[config.mk]
export PLATFORM = sky130hd
export DESIGN_NAME = vng_ctrl
export DESIGN_NICKNAME = d
export VERILOG_FILES = /design/src/rtl/vng_pkg.sv /design/src/rtl/vng_ctrl.sv
export SDC_FILE = /design/constraint.sdc
export NUM_CORES = 1
export LEC_CHECK = 0
export BUFFER_PORTS_ARGS = -buffer_cell sky130_fd_sc_hd__buf_4
export CAP_MARGIN = 10
export CORE_MARGIN = 5
export CORE_UTILIZATION = 52
export CTS_BUF_LIST = sky130_fd_sc_hd__clkbuf_8
export DETAILED_ROUTE_END_ITERATION = 10
export PLACE_DENSITY_LB_ADDON = 0.25
export REMOVE_ABC_BUFFERS = 1
export SLEW_MARGIN = 15
export SYNTH_ARGS = -nofsm -noshare
export SYNTH_HDL_FRONTEND = slang
export SYNTH_SLANG_ARGS = --single-unit
export TNS_END_PERCENT = 30
[constraint.sdc]
create_clock -name clock -period 1.9 [get_ports clock]
set_input_delay 0.095 -clock clock [delete_from_list [all_inputs] [get_ports clock]]
set_output_delay 0.095 -clock clock [all_outputs]
set_load 0.005 [all_outputs]
[src/rtl/vng_pkg.sv]
`timescale 1ns / 1ps
package vng_pkg;

   // item kinds
   localparam logic [1:0] KIND_POSITION = 2'd0;
   localparam logic [1:0] KIND_TRIANGLE = 2'd1;
   localparam logic [1:0] KIND_QUERY    = 2'd2;
   localparam logic [1:0] KIND_UNUSED   = 2'd3;

   // corner / component select
   localparam logic [1:0] SEL_A = 2'd0;
   localparam logic [1:0] SEL_B = 2'd1;
   localparam logic [1:0] SEL_C = 2'd2;

   // last step of each sequenced phase
   localparam logic [4:0] CROSS_LAST = 5'd6;
   localparam logic [4:0] SQ_LAST    = 5'd3;
   localparam logic [4:0] SQRT_LAST  = 5'd31;
   localparam logic [4:0] DIV_LAST   = 5'd16;

   // normalization window: largest magnitude in [2^30, 2^31)
   localparam int NORM_HI_BIT = 31;
   localparam int NORM_LO_BIT = 30;

   localparam logic [63:0]       SQRT_BIT_INIT = 64'h4000_0000_0000_0000;
   localparam logic signed [15:0] UNIT_MAX     = 16'sd32767;

   typedef enum logic [4:0] {
      S_IDLE,
      S_T_RA,
      S_T_RB,
      S_T_RC,
      S_T_CAPC,
      S_T_EDGE,
      S_T_CROSS,
      S_T_ACC_RD,
      S_T_ACC_WR,
      S_Q_RD,
      S_Q_MAG,
      S_Q_NORM,
      S_Q_SQ,
      S_Q_SQRT,
      S_Q_DIV_INIT,
      S_Q_DIV,
      S_Q_DIV_STORE,
      S_Q_OUT,
      S_Q_DEGEN
   } state_type;

   typedef enum logic [4:0] {
      OP_NONE,
      OP_LATCH,
      OP_POS_WRITE,
      OP_RD_A,
      OP_RD_B,
      OP_RD_C,
      OP_CAP_C,
      OP_EDGE,
      OP_CROSS,
      OP_ACC_RD,
      OP_ACC_WR,
      OP_Q_RD,
      OP_MAG,
      OP_NORM,
      OP_SQUARE,
      OP_SQRT,
      OP_DIV_INIT,
      OP_DIV_STEP,
      OP_DIV_STORE,
      OP_OUT_LOAD,
      OP_OUT_DEGEN
   } op_type;

   typedef struct packed {
      op_type     op;
      logic [4:0] step;
      logic [1:0] sel;
   } cmd_type;

   typedef struct packed {
      logic vi_ok;
      logic tri_ok;
      logic acc_zero;
      logic norm_done;
   } status_type;

endpackage

[src/rtl/vng_ctrl.sv]
`timescale 1ns / 1ps
module vng_ctrl (
   input  logic                clock,
   input  logic                reset,
   input  logic                req_valid,
   input  logic [1:0]          req_kind,
   output logic                req_stall,
   output logic                rsp_valid,
   input  logic                rsp_stall,
   input  vng_pkg::status_type status,
   output vng_pkg::cmd_type    cmd
);
   import vng_pkg::*;

   state_type  state_ff, state_in;
   logic [4:0] cnt_ff, cnt_in;
   logic [1:0] sel_ff, sel_in;
   logic       rsp_valid_ff, rsp_valid_in;
   logic       load;
   logic       out_free;

   assign rsp_valid = rsp_valid_ff;
   assign out_free  = !rsp_valid_ff || !rsp_stall;

   // state and counters
   always_ff @(posedge clock) begin
      if (reset) begin
         state_ff     <= S_IDLE;
         cnt_ff       <= '0;
         sel_ff       <= SEL_A;
         rsp_valid_ff <= 1'b0;
      end else begin
         state_ff     <= state_in;
         cnt_ff       <= cnt_in;
         sel_ff       <= sel_in;
         rsp_valid_ff <= rsp_valid_in;
      end
   end

   // next state and commands
   always_comb begin
      state_in  = state_ff;
      cnt_in    = cnt_ff;
      sel_in    = sel_ff;
      req_stall = 1'b1;
      load      = 1'b0;
      cmd.op    = OP_NONE;
      cmd.step  = cnt_ff;
      cmd.sel   = sel_ff;
      unique case (state_ff)
         S_IDLE: begin
            req_stall = 1'b0;
            if (req_valid) begin
               cmd.op = OP_LATCH;
               unique case (req_kind)
                  KIND_POSITION: if (status.vi_ok) cmd.op = OP_POS_WRITE;
                  KIND_TRIANGLE: begin
                     if (status.tri_ok) begin
                        state_in = S_T_RA;
                        sel_in   = SEL_A;
                     end
                  end
                  KIND_QUERY: state_in = status.vi_ok ? S_Q_RD : S_Q_DEGEN;
                  default: ;
               endcase
            end
         end
         S_T_RA: begin
            cmd.op   = OP_RD_A;
            sel_in   = SEL_B;
            state_in = S_T_RB;
         end
         S_T_RB: begin
            cmd.op   = OP_RD_B;
            sel_in   = SEL_C;
            state_in = S_T_RC;
         end
         S_T_RC: begin
            cmd.op   = OP_RD_C;
            state_in = S_T_CAPC;
         end
         S_T_CAPC: begin
            cmd.op   = OP_CAP_C;
            state_in = S_T_EDGE;
         end
         S_T_EDGE: begin
            cmd.op   = OP_EDGE;
            cnt_in   = '0;
            state_in = S_T_CROSS;
         end
         S_T_CROSS: begin
            cmd.op = OP_CROSS;
            cnt_in = cnt_ff + 5'd1;
            if (cnt_ff == CROSS_LAST) begin
               cnt_in   = '0;
               sel_in   = SEL_A;
               state_in = S_T_ACC_RD;
            end
         end
         S_T_ACC_RD: begin
            cmd.op   = OP_ACC_RD;
            state_in = S_T_ACC_WR;
         end
         S_T_ACC_WR: begin
            cmd.op = OP_ACC_WR;
            if (sel_ff == SEL_C) begin
               state_in = S_IDLE;
            end else begin
               sel_in   = sel_ff + 2'd1;
               state_in = S_T_ACC_RD;
            end
         end
         S_Q_RD: begin
            cmd.op   = OP_Q_RD;
            state_in = S_Q_MAG;
         end
         S_Q_MAG: begin
            cmd.op   = OP_MAG;
            state_in = S_Q_NORM;
         end
         S_Q_NORM: begin
            cmd.op = OP_NORM;
            priority if (status.acc_zero) begin
               state_in = S_Q_DEGEN;
            end else if (status.norm_done) begin
               cnt_in   = '0;
               state_in = S_Q_SQ;
            end else begin
               state_in = S_Q_NORM;
            end
         end
         S_Q_SQ: begin
            cmd.op = OP_SQUARE;
            cnt_in = cnt_ff + 5'd1;
            if (cnt_ff == SQ_LAST) begin
               cnt_in   = '0;
               state_in = S_Q_SQRT;
            end
         end
         S_Q_SQRT: begin
            cmd.op = OP_SQRT;
            cnt_in = cnt_ff + 5'd1;
            if (cnt_ff == SQRT_LAST) begin
               cnt_in   = '0;
               sel_in   = SEL_A;
               state_in = S_Q_DIV_INIT;
            end
         end
         S_Q_DIV_INIT: begin
            cmd.op   = OP_DIV_INIT;
            cnt_in   = '0;
            state_in = S_Q_DIV;
         end
         S_Q_DIV: begin
            cmd.op = OP_DIV_STEP;
            cnt_in = cnt_ff + 5'd1;
            if (cnt_ff == DIV_LAST) begin
               cnt_in   = '0;
               state_in = S_Q_DIV_STORE;
            end
         end
         S_Q_DIV_STORE: begin
            cmd.op = OP_DIV_STORE;
            if (sel_ff == SEL_C) begin
               state_in = S_Q_OUT;
            end else begin
               sel_in   = sel_ff + 2'd1;
               state_in = S_Q_DIV_INIT;
            end
         end
         S_Q_OUT: begin
            if (out_free) begin
               cmd.op   = OP_OUT_LOAD;
               load     = 1'b1;
               state_in = S_IDLE;
            end
         end
         S_Q_DEGEN: begin
            if (out_free) begin
               cmd.op   = OP_OUT_DEGEN;
               load     = 1'b1;
               state_in = S_IDLE;
            end
         end
         default: state_in = S_IDLE;
      endcase
      priority if (load) begin
         rsp_valid_in = 1'b1;
      end else if (!rsp_stall) begin
         rsp_valid_in = 1'b0;
      end else begin
         rsp_valid_in = rsp_valid_ff;
      end
   end

endmodule

# Word level (Yosys, flattened, before mapping)
# Index checks and enable logic that the tools add are counted.
# W data, S select, Z words.
[classes]
muxes = 39
eq_ne = 39
n_reduce_logical = 13
n_addsub = 2
[op_table]
columns = ["op", "n"]
rows = [
  ["$pmux W5 S19", 1],
  ["$mux W5", 18],
  ["$pmux W5 S18", 1],
  ["$eq A5 B4 Y1 const B", 8],
  ["$pmux W5 S6", 1],
  ["$eq A5 B3 Y1 const B", 5],
  ["$eq A5 B5 Y1 const B", 5],
  ["$mux W2", 9],
  ["$ne A2 B2 Y1 const B", 9],
  ["$eq A5 B2 Y1 const B", 3],
  ["$pmux W2 S6", 1],
  ["$reduce_bool A6 Y1", 2],
  ["$pmux W5 S2", 1],
  ["$reduce_and A8 Y1", 1],
  ["$reduce_and A7 Y1", 1],
  ["$mux W3", 2],
  ["$ne A2 B1 Y1 const B", 3],
  ["$reduce_or A2 Y1", 3],
  ["$add A5 B1 Y5 const B", 1],
  ["$eq A5 B1 Y1 const B", 1],
  ["$logic_not A5 Y1", 1],
  ["$mux W1", 5],
  ["$eq A2 B2 Y1 const B", 2],
  ["$ne A3 B1 Y1 const B", 1],
  ["7 further kinds", 8],
]
[totals]
output_inout_bits = 14
elab_cells = 97
regBits = 13

# Depth between registers and ports, before layout
[depth]
ltp_word = 5
depth_mapped = 9
mapped_depth_nobuf = 8

# Worst setup path before layout
# No wires, ideal clock.
[synth_path]
path_type = "flip-flop to flip-flop"
startpoint = "reg cnt_ff[0]"
endpoint = "reg sel_ff[1]"
t_arrival_ns = 1.962
setup_slack_ns = -0.193
stages_incl_launch_ff = 9
cell_sequence = "dfxtp_1 > ha_1 > and3_1 > ha_1 > or4_1 > a21boi_4 > o311ai_2 > mux2i_1 > nor2_1"
[synth_between]
elab_chain_len = 3
[synth_rtl]
columns = ["element", "line_no", "text"]
rows = [
  ["from (decl)", "vng_ctrl.sv:16", "logic [4:0] cnt_ff, cnt_in;"],
  ["from (signal assigned)", "vng_ctrl.sv:34", "cnt_ff <= cnt_in;"],
  ["$eq A5 B5 Y1 or $eq A5 B3 Y1 (tied branches)", "vng_ctrl.sv:143, vng_ctrl.sv:94", ""],
  ["$ne A2 B2 Y1 (no source line)", "-", ""],
  ["$reduce_and A7 Y1 (no source line) *", "-", ""],
  ["to (signal assigned)", "vng_ctrl.sv:35", "sel_ff <= sel_in;"],
  ["to (decl)", "vng_ctrl.sv:17", "logic [1:0] sel_ff, sel_in;"],
]
# Mark *: on every way between the ends. The rest lies on a longest branch, timed or not.
# A chain may end at the register's enable or synchronous reset.

# Worst setup path in the final report
[layout_path]
startpoint = "reg cnt_ff[0]"
endpoint = "reg cnt_ff[0]"
[layout_between]
elab_chain_len = 3
[layout_rtl]
columns = ["element", "line_no", "text"]
rows = [
  ["$add A5 B1 Y5, or another cell as far along", "-", ""],
  ["$mux W5 (on tied branches)", "-", ""],
  ["$pmux W5 S6 *", "vng_ctrl.sv:50", "unique case (state_ff)"],
]
# Marks and branches as above.

==> flow_summary_export.csv <==
group,metric,value,unit
clock_network,clk_pin_slew,0.06,ns
routing,vias,1774,
place,dp_hpwl,3503,um
hold_path,min-delay-path-class,"input port to register",
layout,area_delta_synth_final,44.86,%
critical_path,cp_max_fo,5,
sta,tightestPinTransition,0.5216,ns
synthesis,ys_types,59,
synthesis,synth.avg_cell_area,7.651,um2
global_routing,grt_pass1_wl,8521,um
clock_network,worstSkewPairLatency,0.26,ns
sta,period_share,108.2,%
clock_network,cts_tree,"built",
clock_network,ctsRootBufferMaster,"clkbuf_8",
status,outcome,"complete, but fails checks",
floorplan,die_w,61.89,um
routing,drc_errors,0,
synthesis,ys_seq_area_share,18.59,%
critical_path,critPathTopFamily,"simple AND/OR/NAND/NOR gates",
hold_path,hold_end,"state_ff[1]",
clock_network,numCtsBuffers,3,
global_routing,grt_util_all_layers,31.27,%
floorplan,fp.dieArea,0.003830,mm2
critical_path,cp_num_buf_inv,1,
layout,drive_gt1_share,44.49,%
status,violations,"setup timing",
routing,first_pass_iters,7,
critical_path,path_class,"register to register",
layout,regArea,267.8,um2
critical_path,worst-r2r-cell-count,9,
synthesis,synth_area,0.001400,mm2
synthesis,synthCells,183,
critical_path,slowest_stage,"or4_4",
global_routing,antenna_found_initial,0,
critical_path,arrival,2.23,ns
critical_path,crit_chain,"ha_4, and3_4, ha_4, or4_4, a21boi_4, o2111ai_4, buf_4, a21oi_2, a211oi_2",
sta,max_freq,486.3,MHz
power_and_ir_drop,p_per_area,1452,mW/mm2
layout,nets,252,
critical_path,required,2.07,ns
sta,setup_ws,-0.1565,ns
global_routing,grt_max_degree,18,
clock_network,clockBufferDepth,2,
layout,fillers,166,
layout,final_area,0.002028,mm2
critical_path,end_kind,"register",
critical_path,timing.rr.start,"cnt_ff[0]",
layout,multi_input_area,0.001157,mm2
global_routing,grt_pass1_vias,1689,
critical_path,crit_start,"cnt_ff[0]",
floorplan,rows,18,
sta,finalSetupTns,-1.411,ns
critical_path,regToRegSetupSlack,-0.16,ns
synthesis,synth_edf_count,0,
sta,setup_viol,11,
critical_path,crit_path_frequent_cell,"ha_4",
hold_path,holdPathStages,2,
synthesis,synth.largest_area_cell,"dfxtp_1",
layout,stdcell_count,266,
job,max-cap-violations,0,
routing,post_drt_wl_per_cell,20.38,um
synthesis,yosys-top-cells-area,"dfxtp_1 19%, a21oi_1 5.4%, nor2_1 5.4%",
place,gp_congestion,0.9245,
global_routing,grt-ovfl-total,0,
place,place_ws,-0.2610,ns
routing,via_per_inst,6.669,
layout,antennaDiodeCount,0,
power_and_ir_drop,total_power,2.945,mW
synthesis,synth_warnings,0,
clock_network,cts.sinks,13,
floorplan,fp.dieH,61.89,um
synthesis,synthFlopType,"dfxtp_1",
floorplan,core_area,0.002522,mm2
power_and_ir_drop,power_leakage,0.8353,nW
synthesis,yosysTopAreaCellShare,18.59,%
floorplan,start_util,55.51,%
place,dp.cells,259,
critical_path,max_stage_delay,0.49,ns
critical_path,start_kind,"register",
sta,post-route-min-period,2.057,ns
synthesis,async_reset_ff_share,0,%
power_and_ir_drop,vdd.ir_drop.worst,1.055,mV
critical_path,reg2reg_to,"cnt_ff[0]",
sta,rsz0062_at_grt,"yes",
sta,relSlewSlack,64.86,%
routing,routed_wl,5420,um
sta,slew_violations,0,
sta,skew,0.001292,ns
synthesis,ys_ff_latch,13,
hold_path,timing.hold.worst.start,"reset",
floorplan,pin_count,24,
place,post_dp_cell_area,0.001817,mm2
place,numPortBuffers,23,
routing,antenna_left,0,
sta,hold_viol,0,
routing,drt_iter0_drc,207,
clock_network,cts_htree_levels,1,
## final cells by class
class / count / area share (%)
multi-input combinational: 147 / 57.06
timing repair buffer: 63 / 23.87
sequential: 13 / 13.20
clock buffer: 3 / 2.036
tap: 30 / 1.851
inverter: 9 / 1.789
clock inverter: 1 / 0.1851
## kinds of logic (layout without fill, tap and decap cells)
group	count (synthesis)	in the layout	synth area share, %
and+or+nand+nor	73	73	29.13
AOI/OAI and AO/OA	60	60	33.96
adders and majority gates	6	6	5.183
muxes	6	6	4.379
DFF	13	13	18.59
buffers and inverters	23	76	7.507
xor gates and xnor gates	2	2	1.251
## placed cells by master, fill, tap and decap left out, types with 3 or more instances in the layout
cell type,count
o31ai_1,3
mux2i_1,5
nor2_1,18
o21ai_0,7
inv_1,8
clkbuf_8,3
nor2b_1,3
ha_4,3
nand2_1,14
and4b_1,3
nand3_1,4
dfxtp_1,9
dfxtp_2,3
a21oi_1,12
buf_4,60
nand2b_1,6
buf_6,3
a31oi_1,4
## sequential cells by signal, indices dropped and copies added, names as in the netlist
signal / flops
state_ff: 5
sel_ff: 2
rsp_valid: 1
cnt_ff: 5
## what timing repair did
action,4_1_cts,5_1_grt
pin swaps,15,7
hold buffers,0,0
setup endpoints to repair,11,14
resized for setup,27,8
buffers inserted,1,2
cloned,0,0
## Yosys cell counts (all sizes together), types with 4 or more instances
cell	count
nor2	21
nand2	16
a21oi	15
dfxtp	13
inv	9
o21ai	9
buf	7
clkbuf	7
nand2b	6
ha	5
mux2i	5
nand3	5
a31oi	4
## through the flow
step / utilization (%) / hold slack (ns)
global route: 80.41 / 0.1320
floorplan: - / 0.1596
finish: 80.41 / 0.1255
detailed placement: 72.02 / 0.3871
global placement: 72.02 / 0.3812
CTS: 78.62 / 0.1304
## worst register-to-register path: stages (launching register included)
cell,delay (ns)
dfxtp_4,0.36
ha_4,0.16
and3_4,0.18
ha_4,0.15
or4_4,0.49
a21boi_4,0.17
o2111ai_4,0.11
buf_4,0.17
a21oi_2,0.06
a211oi_2,0.13
## how the worst max path moves through the flow
stage | end | cells past startpoint | slack [ns]
floorplan | cnt_ff[2] | 6 | -0.29
global placement | cnt_ff[2] | 9 | -0.17
detailed placement | cnt_ff[2] | 9 | -0.26
CTS | cnt_ff[2] | 9 | -0.14
global route | cnt_ff[2] | 9 | -0.25
finish | cnt_ff[0] | 9 | -0.16
## report_power, final
part | internal, mW | leakage, nW | total (mW) | switching, mW
Combinational | 1.07 | 0.701 | 2.23 | 1.16
Sequential | 0.339 | 0.108 | 0.454 | 0.115
Clock | 0.144 | 0.0269 | 0.262 | 0.118
Total | 1.55 | 0.835 | 2.94 | 1.39
## per-layer routing
layer	global-route usage, %	vias to the layer above	wire [um]
met5	0	-	0
met4	18.79	0	340
met3	10.74	39	615
met2	50.07	146	2525
met1	35.80	801	1938
li1	-	788	-
Power figures use the tool's default switching activity.
